## src/hw/rtl/sidasc_pkg.sv

```systemverilog
// Shared types and character/BCD constants for the decimal text converter.
`timescale 1ns / 1ps
`default_nettype none
package sidasc_pkg;

	typedef logic [5:0] char_t;
	typedef logic [3:0] digit_t;

	localparam char_t  CHAR_MINUS    = 6'd45;
	localparam char_t  CHAR_ZERO     = 6'd48;
	localparam digit_t BCD_ADJ_LIMIT = 4'd5;
	localparam digit_t BCD_ADJ       = 4'd3;

endpackage
`default_nettype wire

```

## src/hw/rtl/signed_int_to_decimal_ascii.sv

```systemverilog
// Top level: signed integer to decimal ASCII text, one character per strobe.
//
// channel  | ports                      | handshake
// request  | value                      | taken when start && !busy
// result   | text_char, is_last         | strobe, one cycle, no backpressure
//
// A request runs one shift-and-add-3 step per value bit in the BCD step module,
// then strobes the minus sign if the value is negative, then visits each BCD digit
// position in turn (leading zeros are dropped without a strobe).
// busy stays high from acceptance until the last character is strobed.
// arst_n clears the sequencer and strobe; no state survives between requests.
`timescale 1ns / 1ps
`default_nettype none
module signed_int_to_decimal_ascii import sidasc_pkg::*; #(
	parameter int VALUE_WIDTH = 32
) (
	input  wire logic                          clk,
	input  wire logic                          arst_n,
	input  wire logic                          start,
	output logic                               busy,
	input  wire logic signed [VALUE_WIDTH-1:0] value,
	output logic                               strobe,
	output logic             [5:0]             text_char,
	output logic                               is_last
);

	localparam int ND = ((VALUE_WIDTH * 1233) >> 12) + 1;
	localparam int CW = $clog2(VALUE_WIDTH);
	localparam int DW = (ND > 1) ? $clog2(ND) : 1;

	localparam logic [1:0] ST_IDLE = 2'd0;
	localparam logic [1:0] ST_CONV = 2'd1;
	localparam logic [1:0] ST_SIGN = 2'd2;
	localparam logic [1:0] ST_EMIT = 2'd3;

	logic [1:0]             state_q;
	logic [VALUE_WIDTH-1:0] mag_q;
	logic [4*ND-1:0]        bcd_q;
	logic [4*ND-1:0]        bcd_next;
	logic                   neg_q;
	logic                   seen_q;
	logic [CW-1:0]          bit_cnt_q;
	logic [DW-1:0]          dig_cnt_q;
	logic                   strobe_q;
	char_t                  char_q;
	logic                   last_q;
	digit_t                 top_digit;
	logic                   end_pos;
	logic [VALUE_WIDTH-1:0] value_u;

	assign value_u   = value;
	assign top_digit = bcd_q[4*ND-1 -: 4];
	assign end_pos   = (dig_cnt_q == DW'(ND - 1));

	sidasc_bcd_step #(
		.ND(ND)
	) u_step (
		.bcd_in  (bcd_q),
		.shift_in(mag_q[VALUE_WIDTH-1]),
		.bcd_out (bcd_next)
	);

	always_ff @(posedge clk or negedge arst_n) begin
		if (!arst_n) begin
			state_q  <= ST_IDLE;
			strobe_q <= 1'b0;
			seen_q   <= 1'b0;
		end else begin
			strobe_q <= 1'b0;
			unique case (state_q)
				ST_IDLE: begin
					if (start) begin
						state_q <= ST_CONV;
						seen_q  <= 1'b0;
					end
				end
				ST_CONV: begin
					if (bit_cnt_q == CW'(VALUE_WIDTH - 1)) begin
						state_q <= neg_q ? ST_SIGN : ST_EMIT;
					end
				end
				ST_SIGN: begin
					strobe_q <= 1'b1;
					state_q  <= ST_EMIT;
				end
				ST_EMIT: begin
					if (top_digit != '0 || seen_q || end_pos) begin
						strobe_q <= 1'b1;
						seen_q   <= 1'b1;
					end
					if (end_pos) begin
						state_q <= ST_IDLE;
					end
				end
				default: state_q <= ST_IDLE;
			endcase
		end
	end

	always_ff @(posedge clk) begin
		unique case (state_q)
			ST_IDLE: begin
				neg_q     <= value_u[VALUE_WIDTH-1];
				mag_q     <= value_u[VALUE_WIDTH-1] ? (~value_u + 1'b1) : value_u;
				bcd_q     <= '0;
				bit_cnt_q <= '0;
				dig_cnt_q <= '0;
			end
			ST_CONV: begin
				bcd_q     <= bcd_next;
				mag_q     <= {mag_q[VALUE_WIDTH-2:0], 1'b0};
				bit_cnt_q <= bit_cnt_q + 1'b1;
			end
			ST_SIGN: begin
				char_q <= CHAR_MINUS;
				last_q <= 1'b0;
			end
			ST_EMIT: begin
				char_q    <= CHAR_ZERO + {2'b00, top_digit};
				last_q    <= end_pos;
				bcd_q     <= {bcd_q[4*ND-5:0], 4'b0000};
				dig_cnt_q <= dig_cnt_q + 1'b1;
			end
			default: ;
		endcase
	end

	assign busy      = (state_q != ST_IDLE);
	assign strobe    = strobe_q;
	assign text_char = char_q;
	assign is_last   = last_q;

	a_last_frees: assert property (@(posedge clk) disable iff (!arst_n)
		(strobe && is_last) |-> !busy)
		else $error("last character strobed while still busy");

	a_mid_busy: assert property (@(posedge clk) disable iff (!arst_n)
		(strobe && !is_last) |-> busy)
		else $error("text ended without end marker");

	a_accept_quiet: assert property (@(posedge clk) disable iff (!arst_n)
		(start && !busy) |=> (busy && !strobe))
		else $error("accepted request did not start conversion");

	a_minus_not_last: assert property (@(posedge clk) disable iff (!arst_n)
		(strobe && text_char == CHAR_MINUS) |-> !is_last)
		else $error("minus sign marked as last character");

	a_char_legal: assert property (@(posedge clk) disable iff (!arst_n)
		strobe |-> (text_char == CHAR_MINUS ||
			(text_char >= CHAR_ZERO && text_char <= CHAR_ZERO + 6'd9)))
		else $error("illegal character code");

endmodule
`default_nettype wire

```

## src/hw/rtl/sidasc_bcd_step.sv

```systemverilog
// One shift-and-add-3 step of the binary to BCD conversion.
`timescale 1ns / 1ps
`default_nettype none
module sidasc_bcd_step import sidasc_pkg::*; #(
	parameter int ND = 10
) (
	input  wire logic [4*ND-1:0] bcd_in,
	input  wire logic            shift_in,
	output logic      [4*ND-1:0] bcd_out
);

	logic [4*ND-1:0] adj;

	always_comb begin
		for (int i = 0; i < ND; i++) begin
			if (bcd_in[4*i +: 4] >= BCD_ADJ_LIMIT) begin
				adj[4*i +: 4] = bcd_in[4*i +: 4] + BCD_ADJ;
			end else begin
				adj[4*i +: 4] = bcd_in[4*i +: 4];
			end
		end
		bcd_out = {adj[4*ND-2:0], shift_in};
	end

endmodule
`default_nettype wire

```

## config.mk

```make
export PLATFORM = sky130hd
export DESIGN_NAME = signed_int_to_decimal_ascii
export DESIGN_NICKNAME = d
export VERILOG_FILES = /design/src/hw/rtl/sidasc_pkg.sv /design/src/hw/rtl/signed_int_to_decimal_ascii.sv /design/src/hw/rtl/sidasc_bcd_step.sv
export SDC_FILE = /design/constraint.sdc
export NUM_CORES = 1
export LEC_CHECK = 0
export BUFFER_PORTS_ARGS = -buffer_cell sky130_fd_sc_hd__buf_2
export CORE_ASPECT_RATIO = 0.5
export CORE_MARGIN = 10
export CORE_UTILIZATION = 42
export DETAILED_ROUTE_END_ITERATION = 8
export PLACE_DENSITY = 0.61
export SYNTH_ARGS = -nofsm -noshare
export SYNTH_HDL_FRONTEND = slang
export SYNTH_SLANG_ARGS = --single-unit
```

## constraint.sdc

```tcl
create_clock -name clk -period 3.8 [get_ports clk]
set_clock_uncertainty 0.1 [all_clocks]
set_input_delay 0 -clock clk [delete_from_list [all_inputs] [get_ports clk]]
set_output_delay 0 -clock clk [all_outputs]
set_load 0.02 [all_outputs]
```

==> results.toml, run 1 <==
[pwr]
power.leakage_nw = 2.54
p_per_area_nw_per_um2 = 780
irDropWorstVdd_mv = 0.429

[critical_path]
critPathMaxFanout = 11
crit_start = "value[0]"
crit_type = "in2reg"
required_ns = 3.79
critPathLaunchType = "input pin"
cp-end-kind = "flip-flop"
critPathArrivalTime_ns = 2.94
r2r_start = "state_q[1]$_DFFE_PN0P_"

[finish]
final-instance-count-excl-fill = 813
layout_commonest_cell = "edfxtp_1"
mostFrequentLayoutCells = "88 x edfxtp_1, 50 x nand2_1, 44 x o21ai_0"
antenna_cells = 0
syn_to_final_growth_pct = 14.1
final_layout_size_suffix_gt1_share_pct = 12.4
final_nets = 683

[global_route]
grt_max_degree = 83
grt_pass1_wl_um = 21100
grt_pass1_vias = 4191
grtUsageTotal_pct = 13.6
antenna_found_initial = 0
grt-ovfl-total = 0

[place]
hpwl_um = 8610
place_congestion = 0.830
dpl.cell_count = 782
io_buffers = 42

[detailed_routing]
ant_nets = 0
drcViolationCount = 0
totalWireLength_um = 12800
routed_via_density = 5.48
first_pass_iters = 5
wl_per_cell_um = 15.7
vias = 4459
drt-initial-drc-count = 329

[sta]
finalMaxSlewViolations = 0
max_slew_margin_pct = 38.0
setup_viol = 0
finalCritPeriodShare_pct = 77.6
fmax_mhz = 339
rsz0062_at_grt = "no"
timing.hold.ws_ns = 0.00823
fin_crit_ns = 2.95
fin_tns_setup_ns = 0
worstMarginPinSlew_ns = 0.921
hold_viol = 0

[clocking]
cts_tree = "yes"
clock_sinks = 92
cts-resized-gates = 0
cts_root_buf = "clkbuf_16"
clk_pin_slew_ns = 0.07
h-tree-depth = 3
cts_buffer_depth = 2
numCtsBuffers = 9
clk_latency_ns = 0.34

[die]
die-area_um2 = 19200
core_um2 = 13600
die_h_um = 103
ioPinCount = 44
die_x_um = 186
rows = 30
floorplan.initialDensity_pct = 42.8

[synth]
ys_types = 63
synth_area_um2 = 5800
postSynth.asyncResetShare_pct = 4.35
yosysWarnings = 0
avgSynthCellArea_um2 = 10.2
synthFlopType = "edfxtp_1"
yosysSeqAreaShare_pct = 47.3
post_synth_inst_count = 571
synth_seq_cells = 92
synth-edff-count = 88
syn_nets = 638

[hold_path]
worstHoldStart = "value[24]"
min_path_type = "in2reg"

[flow_run]
max-cap-violations = 0

[outcome]
outcome = "finished, final reports clean"
area by class of cell:
type                       instances  area (um2)
inverter                          36         135
clock inverter                     6        55.1
sequential                        92        2740
multi-input combinational        412        2800
clock buffer                      10         229
timing repair buffer              65         420
tap                              192         240
fill                            1239        6930
cells by family after synthesis:
| kind of cell | Yosys count | share of synthesized area [%] |
|---|---|---|
| flops | 92 | 47.3 |
| compound gates | 135 | 15.5 |
| simple gates | 202 | 19.1 |
| xor+xnor | 30 | 4.53 |
| fa+ha+maj | 32 | 6.90 |
| other cells | 1 | 0.0646 |
| buf+inv | 67 | 4.57 |
| mux | 12 | 2.11 |
repair_timing:
action                                  4_1_cts  5_1_grt
buffers inserted                              0        0
hold endpoints to repair                     16        0
hold buffers                                 15        0
endpoints found under the setup margin        0        0
routing by layer:
layer / global-route usage (%) / vias up / routed length [um]
li1: - / 2219 / -
met1: 18.0 / 2130 / 6130
met2: 21.9 / 98 / 5910
met3: 3.38 / 12 / 581
met4: 3.38 / 0 / 139
met5: 0 / - / 0
synthesized netlist by cell type, types with 3 or more instances:
library cell,n,area [um2]
edfxtp_1,88,2640
nand2_1,50,188
o21ai_0,44,220
inv_1,35,131
ha_1,32,400
a21oi_1,29,145
nor2_1,28,105
clkbuf_1,22,82.6
nand2b_1,19,119
nand3_1,17,85.1
xnor2_1,17,149
or4_1,13,97.6
xor2_1,13,114
a22o_1,11,96.3
mux2i_1,10,100
and3_1,9,56.3
nor3_1,9,45.0
or3_1,9,56.3
nand4_1,8,50.1
and2_1,7,43.8
nor3b_1,7,52.6
o311ai_0,7,61.3
o31ai_1,7,52.6
a2bb2oi_1,6,52.6
buf_1,5,18.8
nor4_1,5,31.3
o41ai_1,5,43.8
a2111o_1,4,45.0
dfrtp_1,4,100
nor2b_1,4,25.0
or2_2,4,25.0
o211ai_1,3,22.5
final timing paths:
check / endpoint / slack (ns) / cells after the start
max: mag_q[26]$_DFFE_PP_ / 0.85 / 9
min: mag_q[24]$_DFFE_PP_ / 0.008 / 4
max reg2reg: mag_q[26]$_DFFE_PP_ / 1.10 / 7
min reg2reg: seen_q$_DFFE_PN0P_ / 0.42 / 1
max in group asynchronous: seen_q$_DFFE_PN0P_ / 2.95 / 3
min in group asynchronous: state_q[0]$_DFFE_PN0P_ / 0.47 / 3
where the power goes:
part / switching (W) / internal [W]
Combinational: 0.00131 / 0.000813
Clock: 0.000386 / 0.000504
Sequential: 0.000293 / 0.00186
registers in the layout, summed over array words and instances (netlist names):
signal and cells:
bcd_q 40, bit_cnt_q 5, dig_cnt_q 4, is_last 1, mag_q 32, neg_q 1
seen_q 1, state_q 2, strobe 1, text_char 5
through the flow:
step	setup WS [ns]	cell area (um2)	utilization [%]	power (W)
2_1_floorplan	1.02	5800	-	0.00371
3_3_place_gp	1.36	6190	45.7	0.00423
3_5_place_dp	1.26	6190	45.7	0.00430
4_1_cts	0.887	6620	48.9	0.00521
5_1_grt	0.699	6620	48.9	0.00558
6_report	0.851	6620	48.9	0.00517
critical path, stage by stage:
cell and delay (ns):
dlygate4sd3_1 0.54, buf_2 0.14, inv_1 0.08, ha_1 0.17, or3b_2 0.57, nand2b_1 0.36
o41ai_1 0.40, nand3_1 0.11, dlygate4sd3_1 0.58
(Power assumes the default switching activity.)
==> inputs of run 2 (changes only) <==
--- a/config.mk
+++ b/config.mk
@@ -10,7 +10,7 @@
 export CORE_MARGIN = 10
 export CORE_UTILIZATION = 42
 export DETAILED_ROUTE_END_ITERATION = 8
-export PLACE_DENSITY = 0.61
+export PLACE_DENSITY = 0.63
 export SYNTH_ARGS = -nofsm -noshare
 export SYNTH_HDL_FRONTEND = slang
 export SYNTH_SLANG_ARGS = --single-unit
==> constraint.sdc (replaced) <==
create_clock -name clk -period 2.65 [get_ports clk]
set_clock_uncertainty 0.1 [all_clocks]
set_input_delay 0 -clock clk [delete_from_list [all_inputs] [get_ports clk]]
set_output_delay 0 -clock clk [all_outputs]
set_load 0.02 [all_outputs]
==> run 2 against run 1 <==
Against the previous run: via count up 1.0%; first-iteration DRC count grew 8.5%; die area stayed put; largest cell class unchanged; clock power increased by 57%; clock-buffer cell count stayed put; highest routed layer unchanged; global-route usage up 0.24 points; sequential cell count is the same.
==> results.toml, run 2 (same netlist as run 1, synthesis figures left out) <==
[die]
die_h_um = 103
die-area_um2 = 19200
core_um2 = 13600
die_x_um = 186
rows = 30
floorplan.initialDensity_pct = 42.8
ioPinCount = 44

[critical_path]
critPathMaxFanout = 16
path_delay_family = "simple AND/OR/NAND/NOR gates"
cp_slowest_cell = "or4_4"
cp-end-kind = "flip-flop"
cp_num_buf_inv = 2
critPathArrivalTime_ns = 2.53
crit_type = "in2reg"
critPathLaunchType = "input pin"
critPathMaxStageDelay_ns = 0.63
ff2ff_path_depth = 7
crit_top_cell = "or4_4"
worst-path-stages = 6
cp_cell_sequence = "dlygate4sd3_1 > buf_2 > or4_4 > or4_4 > or4_1 > nand3_1"
required_ns = 2.77

[finish]
num-fill-cells = 1221
layout_commonest_cell = "edfxtp_1"
reg_top3 = "bcd_q (40), mag_q (32)"
mostFrequentLayoutCells = "88 x edfxtp_1, 49 x nand2_1, 44 x o21ai_0"
finalInstanceArea_um2 = 6760
final-instance-count-excl-fill = 821
largest_reg_flops = 40
antenna_cells = 0
syn_to_final_growth_pct = 16.4
final_nets = 691
top_register = "bcd_q"
final_layout_size_suffix_gt1_share_pct = 12.9

[place]
postPlaceCellArea_um2 = 6230
place_congestion = 0.799
io_buffers = 42
hpwl_um = 8360
dpl.cell_count = 784

[clocking]
cts-resized-gates = 0
clk_latency_ns = 0.35
cts_tree = "yes"
cts_setup_buffers = 0
h-tree-depth = 3
clk_pin_slew_ns = 0.06
cts_root_buf = "clkbuf_16"
numCtsBuffers = 9
clock_sinks = 92
cts_buffer_depth = 2
cts_hold_buf = 21

[sta]
fin_tns_setup_ns = 0
timing.hold.ws_ns = 0.0149
finalCritPeriodShare_pct = 90.9
fin_crit_ns = 2.41
max_slew_margin_pct = 51.7
setup_viol = 0
finalMaxSlewViolations = 0
fmax_mhz = 415
worstMarginPinSlew_ns = 0.718
rsz0062_at_grt = "no"
hold_viol = 0

[global_route]
grt_max_degree = 83
grt_pass1_wl_um = 21500
antenna_found_initial = 0
grt_pass1_vias = 4457
grt-ovfl-total = 0
grtUsageTotal_pct = 13.8

[detailed_routing]
top_layer_used = "met4"
drt-initial-drc-count = 357
route.met2.wl_um = 5910
wl_per_cell_um = 15.5
wl_met1_um = 6110
totalWireLength_um = 12800
vias = 4505
first_pass_iters = 5
routed_via_density = 5.49
drcViolationCount = 0
ant_nets = 0
met3_length_um = 570

[hold_path]
min_path_type = "in2reg"
hold_depth = 3

[flow_run]
max-cap-violations = 0

[pwr]
irDropWorstVdd_mv = 0.521
p_per_area_nw_per_um2 = 1120
finalPower_w = 0.00760
power.leakage_nw = 2.59

[outcome]
outcome = "finished, final reports clean"
[run 2: worst paths after layout]
kind	endpoint	slack [ns]	startpoint
worst min register to register	seen_q$_DFFE_PN0P_	0.43	seen_q$_DFFE_PN0P_
max in group asynchronous	seen_q$_DFFE_PN0P_	1.83	arst_n
worst max-delay path	mag_q[23]$_DFFE_PP_	0.24	value[17]
worst min-delay path	mag_q[10]$_DFFE_PP_	0.01	value[10]
worst max register to register	mag_q[20]$_DFFE_PP_	0.46	state_q[1]$_DFFE_PN0P_
min in group asynchronous	state_q[1]$_DFFE_PN0P_	0.44	arst_n
[run 2: worst register-to-register path, stage by stage, from the launching register on]
cell	delay, ns
dfrtp_1	0.42
inv_1	0.13
ha_2	0.22
buf_12	0.28
or2b_1	0.25
nor2_1	0.04
a221o_1	0.27
a211o_1	0.22
[run 2: cell type report]
| cell class | instances | area [um2] | area share, % |
|---|---|---|---|
| multi-input cells | 412 | 2800 | 41.5 |
| flip-flops and latches | 92 | 2740 | 40.6 |
| repair buffers | 73 | 520 | 7.71 |
| well taps | 192 | 240 | 3.56 |
| clock buffers | 10 | 229 | 3.39 |
| inverters | 36 | 135 | 2.00 |
| clock inverters | 6 | 87.6 | 1.30 |
[run 2: where the power goes]
part / internal, W / leakage, nW / switching (W)
combinational: 0.00124 / 1.48 / 0.00188
sequential: 0.00267 / 0.972 / 0.000414
clock: 0.000827 / 0.147 / 0.000568
[run 2: metrics by stage]
step,utilization [%],setup WS (ns)
after floorplan,-,0.225
after global placement,46.0,0.462
after detailed placement,46.0,0.423
after CTS,49.9,0.251
after global routing,49.9,0.0827
final,49.9,0.240
[run 2: layer usage]
layer | vias to the layer above | track usage [%]
li1 | 2243 | -
met1 | 2139 | 17.9
met2 | 108 | 22.3
met3 | 15 | 3.31
met4 | 0 | 4.98
met5 | - | 0
